===== config.mk =====
export PLATFORM = sky130hd
export DESIGN_NAME = safe_config_register_port_unit
export DESIGN_NICKNAME = d
export VERILOG_FILES = /design/src/hw/rtl/scrp_pkg.sv /design/src/hw/rtl/scrp_core.sv /design/src/hw/rtl/safe_config_register_port_unit.sv
export SDC_FILE = /design/constraint.sdc
export NUM_CORES = 1
export LEC_CHECK = 0
export ABC_AREA = 0
export BUFFER_PORTS_ARGS = -buffer_cell sky130_fd_sc_hd__buf_4
export CELL_PAD_IN_SITES_DETAIL_PLACEMENT = 0
export CELL_PAD_IN_SITES_GLOBAL_PLACEMENT = 1
export CORE_AREA = 2 2 135 137
export DETAILED_ROUTE_END_ITERATION = 7
export DIE_AREA = 0 0 137 139
export GPL_TIMING_DRIVEN = 0
export PLACE_DENSITY = 0.69
export REMOVE_ABC_BUFFERS = 1
export SYNTH_ARGS = -nofsm -noshare
export SYNTH_HDL_FRONTEND = slang
export SYNTH_SLANG_ARGS = --single-unit

===== constraint.sdc =====
create_clock -name clk -period 5.64 [get_ports clk]
set_input_delay 0.564 -clock clk [delete_from_list [all_inputs] [get_ports clk]]
set_output_delay 0.564 -clock clk [all_outputs]
set_load 0.1 [all_outputs]

===== src/hw/rtl/scrp_pkg.sv =====
// Package with the transaction types, state type and codes of the configuration port.
`default_nettype none

package scrp_pkg;

	// Direction of one bus byte.
	localparam logic FUNC_RECEIVE  = 1'b0;
	localparam logic FUNC_TRANSMIT = 1'b1;

	// Setting selector codes carried by the first written byte.
	localparam logic [7:0] ITEM_NONE     = 8'd0;
	localparam logic [7:0] ITEM_CLK_CAL  = 8'd1;
	localparam logic [7:0] ITEM_WR_EN    = 8'd2;
	localparam logic [7:0] ITEM_DEBUG    = 8'd3;
	localparam logic [7:0] ITEM_TIMEOUT  = 8'd4;

	// Byte counts at which a value and its complement are complete, and the byte counter's saturation limit.
	localparam logic [2:0] SHORT_LEN = 3'd2;
	localparam logic [2:0] LONG_LEN  = 3'd4;
	localparam logic [2:0] COUNT_MAX = 3'd7;

	// Largest legal values of the narrow settings.
	localparam logic [7:0] WR_EN_MAX = 8'd1;
	localparam logic [7:0] DEBUG_MAX = 8'd2;

	typedef struct packed {
		logic       func;
		logic       start_req;
		logic [7:0] data_byte;
	} in_t;

	typedef struct packed {
		logic [7:0]  read_data;
		logic        committed;
		logic [7:0]  clock_cal;
		logic        eeprom_write_enable;
		logic [1:0]  debug_mode;
		logic [15:0] tx_timeout;
	} out_t;

	typedef struct packed {
		logic [7:0]       selected_item;
		logic [2:0]       byte_count;
		logic [3:0][7:0]  byte_buffer;
		logic [7:0]       clock_cal_value;
		logic             write_enable_flag;
		logic [1:0]       debug_code;
		logic [15:0]      timeout_value;
	} state_t;

endpackage

`default_nettype wire


===== src/hw/rtl/scrp_core.sv =====
// Next-state and result logic for one byte of the configuration port.
`default_nettype none

module scrp_core (
	input  var scrp_pkg::state_t st,
	input  var scrp_pkg::in_t    item,
	output var scrp_pkg::state_t st_n,
	output var scrp_pkg::out_t   res
);

	logic [7:0]  sel;
	logic [2:0]  bc;
	logic [2:0]  bc_inc;
	logic [7:0]  rd;
	logic        done;
	logic [15:0] val16;
	logic [15:0] cmp16;

	always_comb begin
		st_n   = st;
		rd     = 8'd0;
		done   = 1'b0;
		sel    = st.selected_item;
		bc     = item.start_req ? 3'd0 : st.byte_count;
		bc_inc = (bc < scrp_pkg::COUNT_MAX) ? bc + 3'd1 : bc;
		val16  = 16'd0;
		cmp16  = 16'd0;
		if (item.func == scrp_pkg::FUNC_TRANSMIT) begin
			st_n.byte_count = bc;
			unique case (sel)
				scrp_pkg::ITEM_CLK_CAL: begin
					rd = st.clock_cal_value;
					st_n.selected_item = scrp_pkg::ITEM_NONE;
				end
				scrp_pkg::ITEM_WR_EN: begin
					rd = {7'd0, st.write_enable_flag};
					st_n.selected_item = scrp_pkg::ITEM_NONE;
				end
				scrp_pkg::ITEM_DEBUG: begin
					rd = {6'd0, st.debug_code};
					st_n.selected_item = scrp_pkg::ITEM_NONE;
				end
				scrp_pkg::ITEM_TIMEOUT: begin
					if (bc == 3'd0) begin
						st_n.byte_buffer[0] = st.timeout_value[7:0];
						st_n.byte_buffer[1] = st.timeout_value[15:8];
					end
					rd = st_n.byte_buffer[bc[1:0]];
					st_n.byte_count = bc_inc;
					if (bc_inc >= scrp_pkg::SHORT_LEN) begin
						st_n.selected_item = scrp_pkg::ITEM_NONE;
					end
				end
				default: begin
				end
			endcase
		end else begin
			if (item.start_req) begin
				sel = scrp_pkg::ITEM_NONE;
			end
			st_n.byte_count = bc;
			st_n.selected_item = sel;
			if (sel == scrp_pkg::ITEM_NONE) begin
				st_n.selected_item = item.data_byte;
				st_n.byte_count = 3'd0;
			end else if (sel <= scrp_pkg::ITEM_TIMEOUT) begin
				if (bc < scrp_pkg::LONG_LEN) begin
					st_n.byte_buffer[bc[1:0]] = item.data_byte;
				end
				st_n.byte_count = bc_inc;
				if (sel == scrp_pkg::ITEM_TIMEOUT) begin
					if (bc_inc >= scrp_pkg::LONG_LEN) begin
						val16 = {st_n.byte_buffer[1], st_n.byte_buffer[0]};
						cmp16 = ~{st_n.byte_buffer[3], st_n.byte_buffer[2]};
						if (val16 == cmp16) begin
							st_n.timeout_value = val16;
							done = 1'b1;
						end
						st_n.selected_item = scrp_pkg::ITEM_NONE;
					end
				end else if (bc_inc >= scrp_pkg::SHORT_LEN) begin
					if (st_n.byte_buffer[0] == ~st_n.byte_buffer[1]) begin
						if (sel == scrp_pkg::ITEM_CLK_CAL) begin
							st_n.clock_cal_value = st_n.byte_buffer[0];
							done = 1'b1;
						end else if (sel == scrp_pkg::ITEM_WR_EN) begin
							if (st_n.byte_buffer[0] <= scrp_pkg::WR_EN_MAX) begin
								st_n.write_enable_flag = st_n.byte_buffer[0][0];
								done = 1'b1;
							end
						end else begin
							if (st_n.byte_buffer[0] <= scrp_pkg::DEBUG_MAX) begin
								st_n.debug_code = st_n.byte_buffer[0][1:0];
								done = 1'b1;
							end
						end
					end
					st_n.selected_item = scrp_pkg::ITEM_NONE;
				end
			end
		end
		res.read_data           = rd;
		res.committed           = done;
		res.clock_cal           = st_n.clock_cal_value;
		res.eeprom_write_enable = st_n.write_enable_flag;
		res.debug_mode          = st_n.debug_code;
		res.tx_timeout          = st_n.timeout_value;
	end

endmodule

`default_nettype wire


===== src/hw/rtl/safe_config_register_port_unit.sv =====
// Top level of the byte-level configuration port with complement-checked setting writes.
`default_nettype none

// The block takes one bus byte per transaction on the input channel and gives
// one result transaction per byte on the output channel. A write sequence
// selects a setting (1 clock calibration, 2 write enable, 3 debug mode,
// 4 timeout) and commits a value only when it is followed by its bitwise
// complement; a read sequence returns the selected setting, low byte first.
// Every result also carries the current values of all four settings. The
// block sustains one transaction per clock cycle while the output is not
// stalled; each byte passes through the input register and then the result register, with
// all state updated by a single pass of logic between them. A stalled output
// holds both registers, and the input channel is ready whenever the input
// register is empty or moves forward in the same cycle. All settings reset to
// zero and no setting is selected after reset.
module safe_config_register_port_unit (
	input  var logic            clk,
	input  var logic            arst_n,
	input  var logic            in_valid,
	output var logic            in_ready,
	input  var scrp_pkg::in_t   in_item,
	output var logic            out_valid,
	input  var logic            out_ready,
	output var scrp_pkg::out_t  out_item
);

	logic             valid_s1;
	scrp_pkg::in_t    item_s1;
	logic             out_valid_q;
	scrp_pkg::out_t   out_q;
	scrp_pkg::state_t st_q;
	scrp_pkg::state_t st_n;
	scrp_pkg::out_t   res;
	logic             advance;

	// The input stage moves on whenever the result register is free or drains now.
	assign advance  = !out_valid_q || out_ready;
	assign in_ready = !valid_s1 || advance;

	always_ff @(posedge clk or negedge arst_n) begin
		if (!arst_n) begin
			valid_s1 <= 1'b0;
		end else if (in_ready) begin
			valid_s1 <= in_valid;
		end
	end

	always_ff @(posedge clk) begin
		if (in_ready && in_valid) begin
			item_s1 <= in_item;
		end
	end

	// Decoding of the byte and all setting updates happen in the core.
	scrp_core u_core (
		.st   (st_q),
		.item (item_s1),
		.st_n (st_n),
		.res  (res)
	);

	always_ff @(posedge clk or negedge arst_n) begin
		if (!arst_n) begin
			st_q        <= '0;
			out_valid_q <= 1'b0;
		end else if (advance) begin
			out_valid_q <= valid_s1;
			if (valid_s1) begin
				st_q <= st_n;
			end
		end
	end

	always_ff @(posedge clk) begin
		if (advance && valid_s1) begin
			out_q <= res;
		end
	end

	assign out_valid = out_valid_q;
	assign out_item  = out_q;

`ifndef SYNTHESIS
	// A commit can only come from a written byte.
	a_commit_on_receive: assert property (@(posedge clk) disable iff (!arst_n)
		(valid_s1 && advance && res.committed) |-> (item_s1.func == scrp_pkg::FUNC_RECEIVE))
		else $error("commit reported on a transmit transaction");

	// A setting changes only together with a reported commit.
	a_change_needs_commit: assert property (@(posedge clk) disable iff (!arst_n)
		(valid_s1 && advance && ((st_n.timeout_value != st_q.timeout_value) ||
			(st_n.clock_cal_value != st_q.clock_cal_value) ||
			(st_n.write_enable_flag != st_q.write_enable_flag) ||
			(st_n.debug_code != st_q.debug_code))) |-> res.committed)
		else $error("setting changed without a commit");

	// The byte counter never runs past a full four-byte value.
	a_count_bound: assert property (@(posedge clk) disable iff (!arst_n)
		st_q.byte_count <= scrp_pkg::LONG_LEN)
		else $error("byte counter beyond four");

	// The debug code register only ever holds a legal code.
	a_debug_legal: assert property (@(posedge clk) disable iff (!arst_n)
		out_valid_q |-> (out_q.debug_mode <= scrp_pkg::DEBUG_MAX[1:0]))
		else $error("illegal debug code reported");
`endif

endmodule

`default_nettype wire

# Word level (Yosys, flattened, before mapping)
# Cells that the tools add are included.
[word_totals] output_inout_bits=38 reg_bits=118
[classes] magnitude_cmp=9 add_sub_neg=1 n_reduce_logical=16 muxes=51 bitwise_logic=5 n_eq_ne=13
[op_table] cell="16-bit two-way mux" count=8
[op_table] cell="32-bit two-way mux" count=4
[op_table] cell="8-bit two-way mux" count=9
[op_table] cell="70-bit two-way mux" count=1
[op_table] cell="11-bit two-way mux" count=5
[op_table] cell="43-bit two-way mux" count=1
[op_table] cell="32-bit bitwise mux" count=1
[op_table] cell="8-bit case mux with 4 select lines" count=1
[op_table] cell="27-bit two-way mux" count=1
[op_table] cell="8-bit by 2-bit == test with 1-bit output (second input constant)" count=3
[op_table] cell="8-bit binary-select mux with 2-bit select" count=1
[op_table] cell="8-bit demux with 2-bit select" count=1
[op_table] cell="16-bit == test" count=1
[op_table] cell="8-bit by 1-bit == test with 1-bit output (second input constant)" count=2
[op_table] cell="8-bit by 3-bit == test with 1-bit output (second input constant)" count=2
[op_table] cell="16-bit inverter" count=1
[op_table] cell="8-bit case mux with 2 select lines" count=1
[op_table] cell="3-bit two-way mux" count=4
[op_table] cell="1-bit two-way mux" count=11
[op_table] cell="5-bit AND reduction" count=2
[op_table] cell="8-bit == test" count=1
[op_table] cell="8-bit by 1-bit <= comparator with 1-bit output (second input constant)" count=1
[op_table] cell="8-bit by 2-bit <= comparator with 1-bit output (second input constant)" count=1
[op_table] cell="8-bit by 3-bit <= comparator with 1-bit output (second input constant)" count=1
[op_table] cell="other kinds (21)" count=31

# Longest topological paths before layout
# Gate-level depths: netlist (run 1).
[logic_depth] ltp_word=20 ltp_mapped=14 ltp_nobuf=11

# Cells and area by module
# Synthesis (run 1) repeated with hierarchy kept, for this count alone.
[hier_totals] hier_cells=697 area_unflattened_um2=7591.0
[by_module_without_submodules] module="safe_config_register_port_unit" area_per_inst_um2=4105.2 n_inst=1 seq_area_each_um2=3183.1 cells_each=202
[by_module_without_submodules] module="scrp_core" area_per_inst_um2=3485.8 n_inst=1 seq_area_each_um2=0.0 cells_each=495

# Worst setup path after synthesis (run 1)
# Ideal clock, no wire load.
[synth_path] kind="reg2reg" from="reg item_s1[8] in the netlist's numbering" to="reg out_q, in the netlist out_item[10], data pin" setup_time_ns=0.260 period_less_slack_ns=3.723 stages_incl_launch_ff=15 t_arrival_ns=3.463 path_slack_ns=1.917 path_buffers=4 t_required_ns=5.380 cell_sequence="edfxtp_1 buf_2 clkinv_1 nand2_1 inv_1 clkbuf_1 ha_1 clkbuf_1 a21boi_0 nor3_2 o2111ai_1 nor4_4 nand4_4 buf_6 mux2_4"
[synth_rtl] element="from (decl)" line="safe_config_register_port_unit.sv:28" rtl="scrp_pkg::in_t item_s1;"
[synth_rtl] element="from (signal assigned)" line="safe_config_register_port_unit.sv:50" rtl="item_s1 <= in_item;"
[synth_rtl] element="to (signal assigned)" line="safe_config_register_port_unit.sv:76" rtl="out_q <= res;"
[synth_rtl] element="to (decl)" line="safe_config_register_port_unit.sv:30" rtl="scrp_pkg::out_t out_q;"

==> metrics.cfg, run 1 <==
[floorplanning]
die_h_microns=139
die_x_microns=137
ios=52
start_util_pct=39.2
rows=49
die_area_sq_um=19000
coreArea_sq_um=17700

[critical_path]
crit_path_frequent_cell=nand2_2
start_kind=flop
crit_fanout=15
cp.arrival_ns=5.64
slowest_stage=edfxtp_1
critPathKind=flop to flop
crit_path_end_kind=flop
path_buf_inv=3
crit_path_cell_trace=clkinv_1, nand2_2, clkinvlp_4, ha_1, inv_1, o21ai_0, a211oi_1, o221ai_1, nor4_4, nand2_2, mux2_2
critPathTopFamily=buffers and inverters
cpPeakStageDelay_ns=0.77
crit_required_ns=5.80

[finish]
area_growth_pct=15.8
most-common-layout-cells=72 x dfrtp_1, 60 x nand2_1, 52 x buf_4
fill_cells=1675
final_common_cell=dfrtp_1
fin_util_pct=45.3
finalNetCount=682
drive_gt1_share_pct=27.3
insertedDiodeCount=0
regArea_sq_um=3180
multi_input_area_sq_um=3490

[sta]
tightest_slew_ns=1.21
slew_headroom_pct=19.4
slew_viol_final=0
holdWs_ns=0.308
finClkSkew_ns=0.00702
period_needed_ns=5.48
hold_viol=0
max_clock_freq_mhz=183
setup_viol=0
period_share_pct=97.1
rsz0062_at_grt=false

[synthesis]
synthFlopType=dfrtp_1
syn_area_sq_um=6910
synth-seq-cells=118
synth_top_area_share_pct=26.1
synth_edf_count=46
ys_types=74
yosys-top-cells-area=dfrtp_1 26%, edfxtp_1 20%, mux2_2 7.8%, mux2_4 4.3%, nand2_1 3.4%
avgSynthCellArea_sq_um=11.0
yosys.area.top_type=dfrtp_1
ys_async_sr_fraction_pct=61.0
ys_seq_area_share_pct=46.0
postSynthCellCount=629
yosysWarnings=0

[route]
vias=5358
routedWlPerCell_microns=22.1
vias_per_cell=5.91
antenna_left=0
wirelength_mm=20.1
drtIter0Drc=489
drt_first_pass_iters=5
drc=0

[global_routing]
antenna_found_initial=0
gr-total-overflow=0
grt_max_degree=73
grt_pass1_wl_mm=31.3
grt_pass1_vias=5200
grt_util_all_layers_pct=22.0

[pwr]
vdd_drop_max_v=0.000211
p_leak_uw=0.00343
p_per_area_nw_per_um2=338

[placement]
gp_congestion=0.904
hpwl_mm=13.8
io_buffer_count=51

[clocking]
numCtsBuffers=17
cts_tree=yes
htree_levels=4
cts_sinks=118
cts_root_buf=clkbuf_16
postCtsHoldBufs=0
cts.clk_slew.worst_paths_ns=0.06
worstSkewPairLatency_ns=0.42
clockBufferDepth=2

[hold_path]
hold_path_class=input pin to async pin

[job]
maxCapViolCount=0

[outcome]
status=finished, final reports clean

power by group:
group          internal (uW)  switching, uW
clock network            702            402
registers                960           77.0
logic                    158            406
registers in the layout, summed over array words and instances (netlist names):
register	cells
item_s1	10
st_q	70
out_valid	1
valid_s1	1
out_item	36
logic make-up after synthesis:
group | count (synthesis) | synth area share (%)
mux | 85 | 15.0
simple gates | 204 | 17.9
buf+inv | 49 | 3.53
fa+ha+maj | 3 | 0.543
compound gates | 163 | 16.1
flops | 118 | 46.0
xor+xnor | 7 | 0.887
synthesized netlist by cell type (all sizes together) (7+ instances only):
| cell | number |
|---|---|
| o21ai | 44 |
| mux2i | 15 |
| and2 | 9 |
| nand2b | 9 |
| a21oi | 33 |
| inv | 12 |
| o211ai | 7 |
| nor3 | 21 |
| nand2 | 63 |
| o211a | 8 |
| a21boi | 12 |
| clkbuf | 19 |
| nand3 | 27 |
| a22oi | 11 |
| mux2 | 68 |
| a22o | 12 |
| buf | 16 |
| nor2 | 23 |
| dfrtp | 72 |
| nor4 | 8 |
| and3 | 10 |
| edfxtp | 46 |
| o22ai | 9 |
stage by stage:
| stage | area, sq um | setup slack, ns | cells | setup TNS (ns) | total power [uW] |
|---|---|---|---|---|---|
| after floorplan | 6720 | 1.52 | 594 | 0 | 1430 |
| final | 8010 | 0.163 | 907 | 0 | 2710 |
| after global routing | 8010 | 0.0211 | 907 | 0 | 2820 |
| after detailed placement | 7390 | -0.233 | 874 | -3.91 | 1610 |
| after global placement | 7390 | -0.134 | 874 | -1.15 | 1600 |
| after CTS | 8000 | 0.121 | 907 | 0 | 2720 |
routing by layer:
layer | up-vias | wire [microns] | global-route usage (%)
met4 | 0 | 333 | 7.16
met5 | - | 0 | 0
li1 | 2467 | - | -
met1 | 2666 | 9280 | 32.1
met2 | 201 | 9320 | 33.0
met3 | 24 | 1120 | 3.84
area by class of cell:
| class | count | share of cell area, % |
|---|---|---|
| multi-input combinational | 462 | 43.6 |
| sequential | 118 | 39.8 |
| clock buffer | 19 | 5.53 |
| timing repair buffer | 52 | 4.88 |
| tap | 229 | 3.58 |
| clock inverter | 13 | 1.94 |
| inverter | 14 | 0.719 |
timing repair:
item / CTS / global route
gates resized for setup: 0 / 3
setup buffers: 1 / 0
endpoints found under the setup margin: 37 / 23
path summary, 6_finish.rpt:
| kind | start | end | depth (start not counted) | slack [ns] |
|---|---|---|---|---|
| worst max register to register | item_s1[8]$_DFFE_PP_ | out_item[19]$_DFFE_PP_ | 11 | 0.16 |
| worst min-delay path | arst_n | st_q[15]$_DFFE_PN0P_ | 1 | 0.31 |
| worst max-delay path | item_s1[8]$_DFFE_PP_ | out_item[19]$_DFFE_PP_ | 11 | 0.16 |
| max in group asynchronous | arst_n | st_q[20]$_DFFE_PN0P_ | 1 | 4.70 |
| worst min register to register | valid_s1$_DFFE_PN0N_ | out_valid$_DFFE_PN0P_ | 1 | 0.50 |
| min in group clk | in_item[3] | item_s1[3]$_DFFE_PP_ | 1 | 0.32 |
worst register-to-register path, cell delays in order, from the launching register on:
cell and delay, ns:
edfxtp_1 0.77, clkinv_1 0.55, nand2_2 0.45, clkinvlp_4 0.46
ha_1 0.55, inv_1 0.32, o21ai_0 0.35, a211oi_1 0.32
o221ai_1 0.21, nor4_4 0.59, nand2_2 0.29, mux2_2 0.36
Note: power is estimated with default switching activity, not from simulation.
==> run 2, diff against run 1 <==
- CORE_AREA: 2 2 135 137 -> 2 2 129 131
- DIE_AREA: 0 0 137 139 -> 0 0 131 133
- PLACE_DENSITY: 0.69 -> 0.77
- clock period: 5.64 -> 4.7 ns (I/O delays scaled with it)
==> run 2 against run 1 <==
- clock skew up 0.00076 ns
- final area down 0.33%
- utilization up 4.0 points
- via count up 0.22%
- count of clock-buffer cells in the layout up 1
- critical path depth unchanged
- power up 18%
- sequential cell count unchanged
- non-clock buffer count up 1
==> metrics.cfg, run 2 (synthesis results as in run 1) <==
[global_routing]
grtUsageMet3_pct=5.46
grt_pass1_wl_mm=30.8
gr-total-overflow=0
grt_max_degree=73
grt_util_met1_pct=33.4
antenna_found_initial=0
grt_pass1_vias=5243
busiest_layer=met2
grtUsageMet2_pct=35.9
grt_util_all_layers_pct=23.9

[finish]
top_register=st_q
fill_cells=1484
drive_gt1_share_pct=27.6
insertedDiodeCount=0
most-common-layout-cells=71 x dfrtp_1, 60 x nand2_1, 53 x buf_4
finalNetCount=683
final_common_cell=dfrtp_1
area_growth_pct=15.4
largest_reg_flops=70
stdcell_count=898

[clocking]
htree_levels=4
cts.clk_slew.worst_paths_ns=0.06
clockBufferDepth=2
cts_sinks=118
numCtsBuffers=17
worstSkewPairLatency_ns=0.43
cts_root_buf=clkbuf_16
postCtsHoldBufs=0
cts_tree=yes

[placement]
dp_slack_ns=-1.03
io_buffer_count=51
dp_cells=865
gp_congestion=0.937
hpwl_mm=13.4

[route]
antenna_left=0
vias=5370
routedWlPerCell_microns=21.9
wirelength_mm=19.7
drc=0
drt_first_pass_iters=5
drtIter0Drc=482
vias_per_cell=5.98

[sta]
period_needed_ns=4.42
slew_headroom_pct=20.2
finClkSkew_ns=0.00777
slew_viol_final=0
finalSetupTns_ns=0
tightest_slew_ns=1.19
hold_viol=0
setup_viol=0
fin_ws_ns=0.276
max_clock_freq_mhz=226
period_share_pct=94.1
holdWs_ns=0.198
rsz0062_at_grt=false

[floorplanning]
die_h_microns=133
ios=52
start_util_pct=42.7
die_x_microns=131
die_area_sq_um=17400
rows=47
coreArea_sq_um=16200

[pwr]
vdd_drop_max_v=0.000255
p_leak_uw=0.00343
p_per_area_nw_per_um2=402

[critical_path]
crit_path_end_kind=flop
crit_fanout=15
crit_required_ns=4.88
critPathKind=flop to flop
cp.arrival_ns=4.60
start_kind=flop

[job]
maxCapViolCount=0

[outcome]
status=finished, final reports clean

[hold_path]
hold_path_class=input pin to async pin

-- run 2: cell count changes in the layout (fill, tap and decap cells not counted), moves of 2 or more --
cell / before / now
clkinv_2: 3 / 7
clkbuf_1: 1 / 3
clkinv_1: 3 / 1
clkinvlp_4: 5 / 3
-- run 2: final timing paths --
check,start,end,cells after the start,slack [ns]
worst max-delay path,item_s1[8]$_DFFE_PP_,out_item[22]$_DFFE_PP_,11,0.28
worst min-delay path,arst_n,st_q[15]$_DFFE_PN0P_,1,0.20
worst max register to register,item_s1[8]$_DFFE_PP_,out_item[22]$_DFFE_PP_,11,0.28
worst min register to register,valid_s1$_DFFE_PN0N_,out_valid$_DFFE_PN0P_,1,0.50
max in group asynchronous,arst_n,st_q[59]$_DFFE_PN0P_,1,3.84
min in group clk,in_item[8],item_s1[8]$_DFFE_PP_,1,0.22
-- run 2: area by class of cell --
| class | instances | area (sq um) | share of cell area (%) |
|---|---|---|---|
| sequential | 118 | 3180 | 39.9 |
| clock buffer | 20 | 437 | 5.47 |
| inverter | 14 | 58.8 | 0.737 |
| tap | 220 | 275 | 3.45 |
| clock inverter | 11 | 134 | 1.68 |
| multi-input combinational | 462 | 3490 | 43.8 |
| timing repair buffer | 53 | 398 | 4.99 |
-- run 2: power by group --
part / internal [uW] / switching [uW] / total (uW)
Combinational: 191 / 485 / 676
Clock: 821 / 462 / 1280
Sequential: 1150 / 91.5 / 1250
-- run 2: what timing repair did --
action,in CTS,in global routing
endpoints found under the setup margin,58,29
resized for setup,5,2
setup buffers,2,0
pin swaps,0,0
-- run 2: critical path: stages, from the launching register on --
cell	delay [ns]
edfxtp_1	0.46
clkinv_2	0.23
nand2_2	0.31
clkinvlp_4	0.42
ha_2	0.44
inv_1	0.26
o21ai_1	0.23
a211oi_1	0.29
o221ai_1	0.21
nor4_4	0.63
nand2_2	0.30
mux2_2	0.37
-- run 2: stage by stage --
stage / cell area, sq um / total power [uW] / utilization [%]
final: 7980 / 3200 / 49.3
after floorplan: 6720 / 1720 / -
after global routing: 7980 / 3320 / 49.3
after global placement: 7380 / 1920 / 45.6
after detailed placement: 7380 / 1920 / 45.6
after CTS: 7980 / 3220 / 49.3
-- run 2: metal layers --
layer  share of wire [%]  routed length, microns
met2                  46                    9060
met1                  44                    8660
met3                 7.1                    1410
met4                 3.0                     586
met5                   0                       0
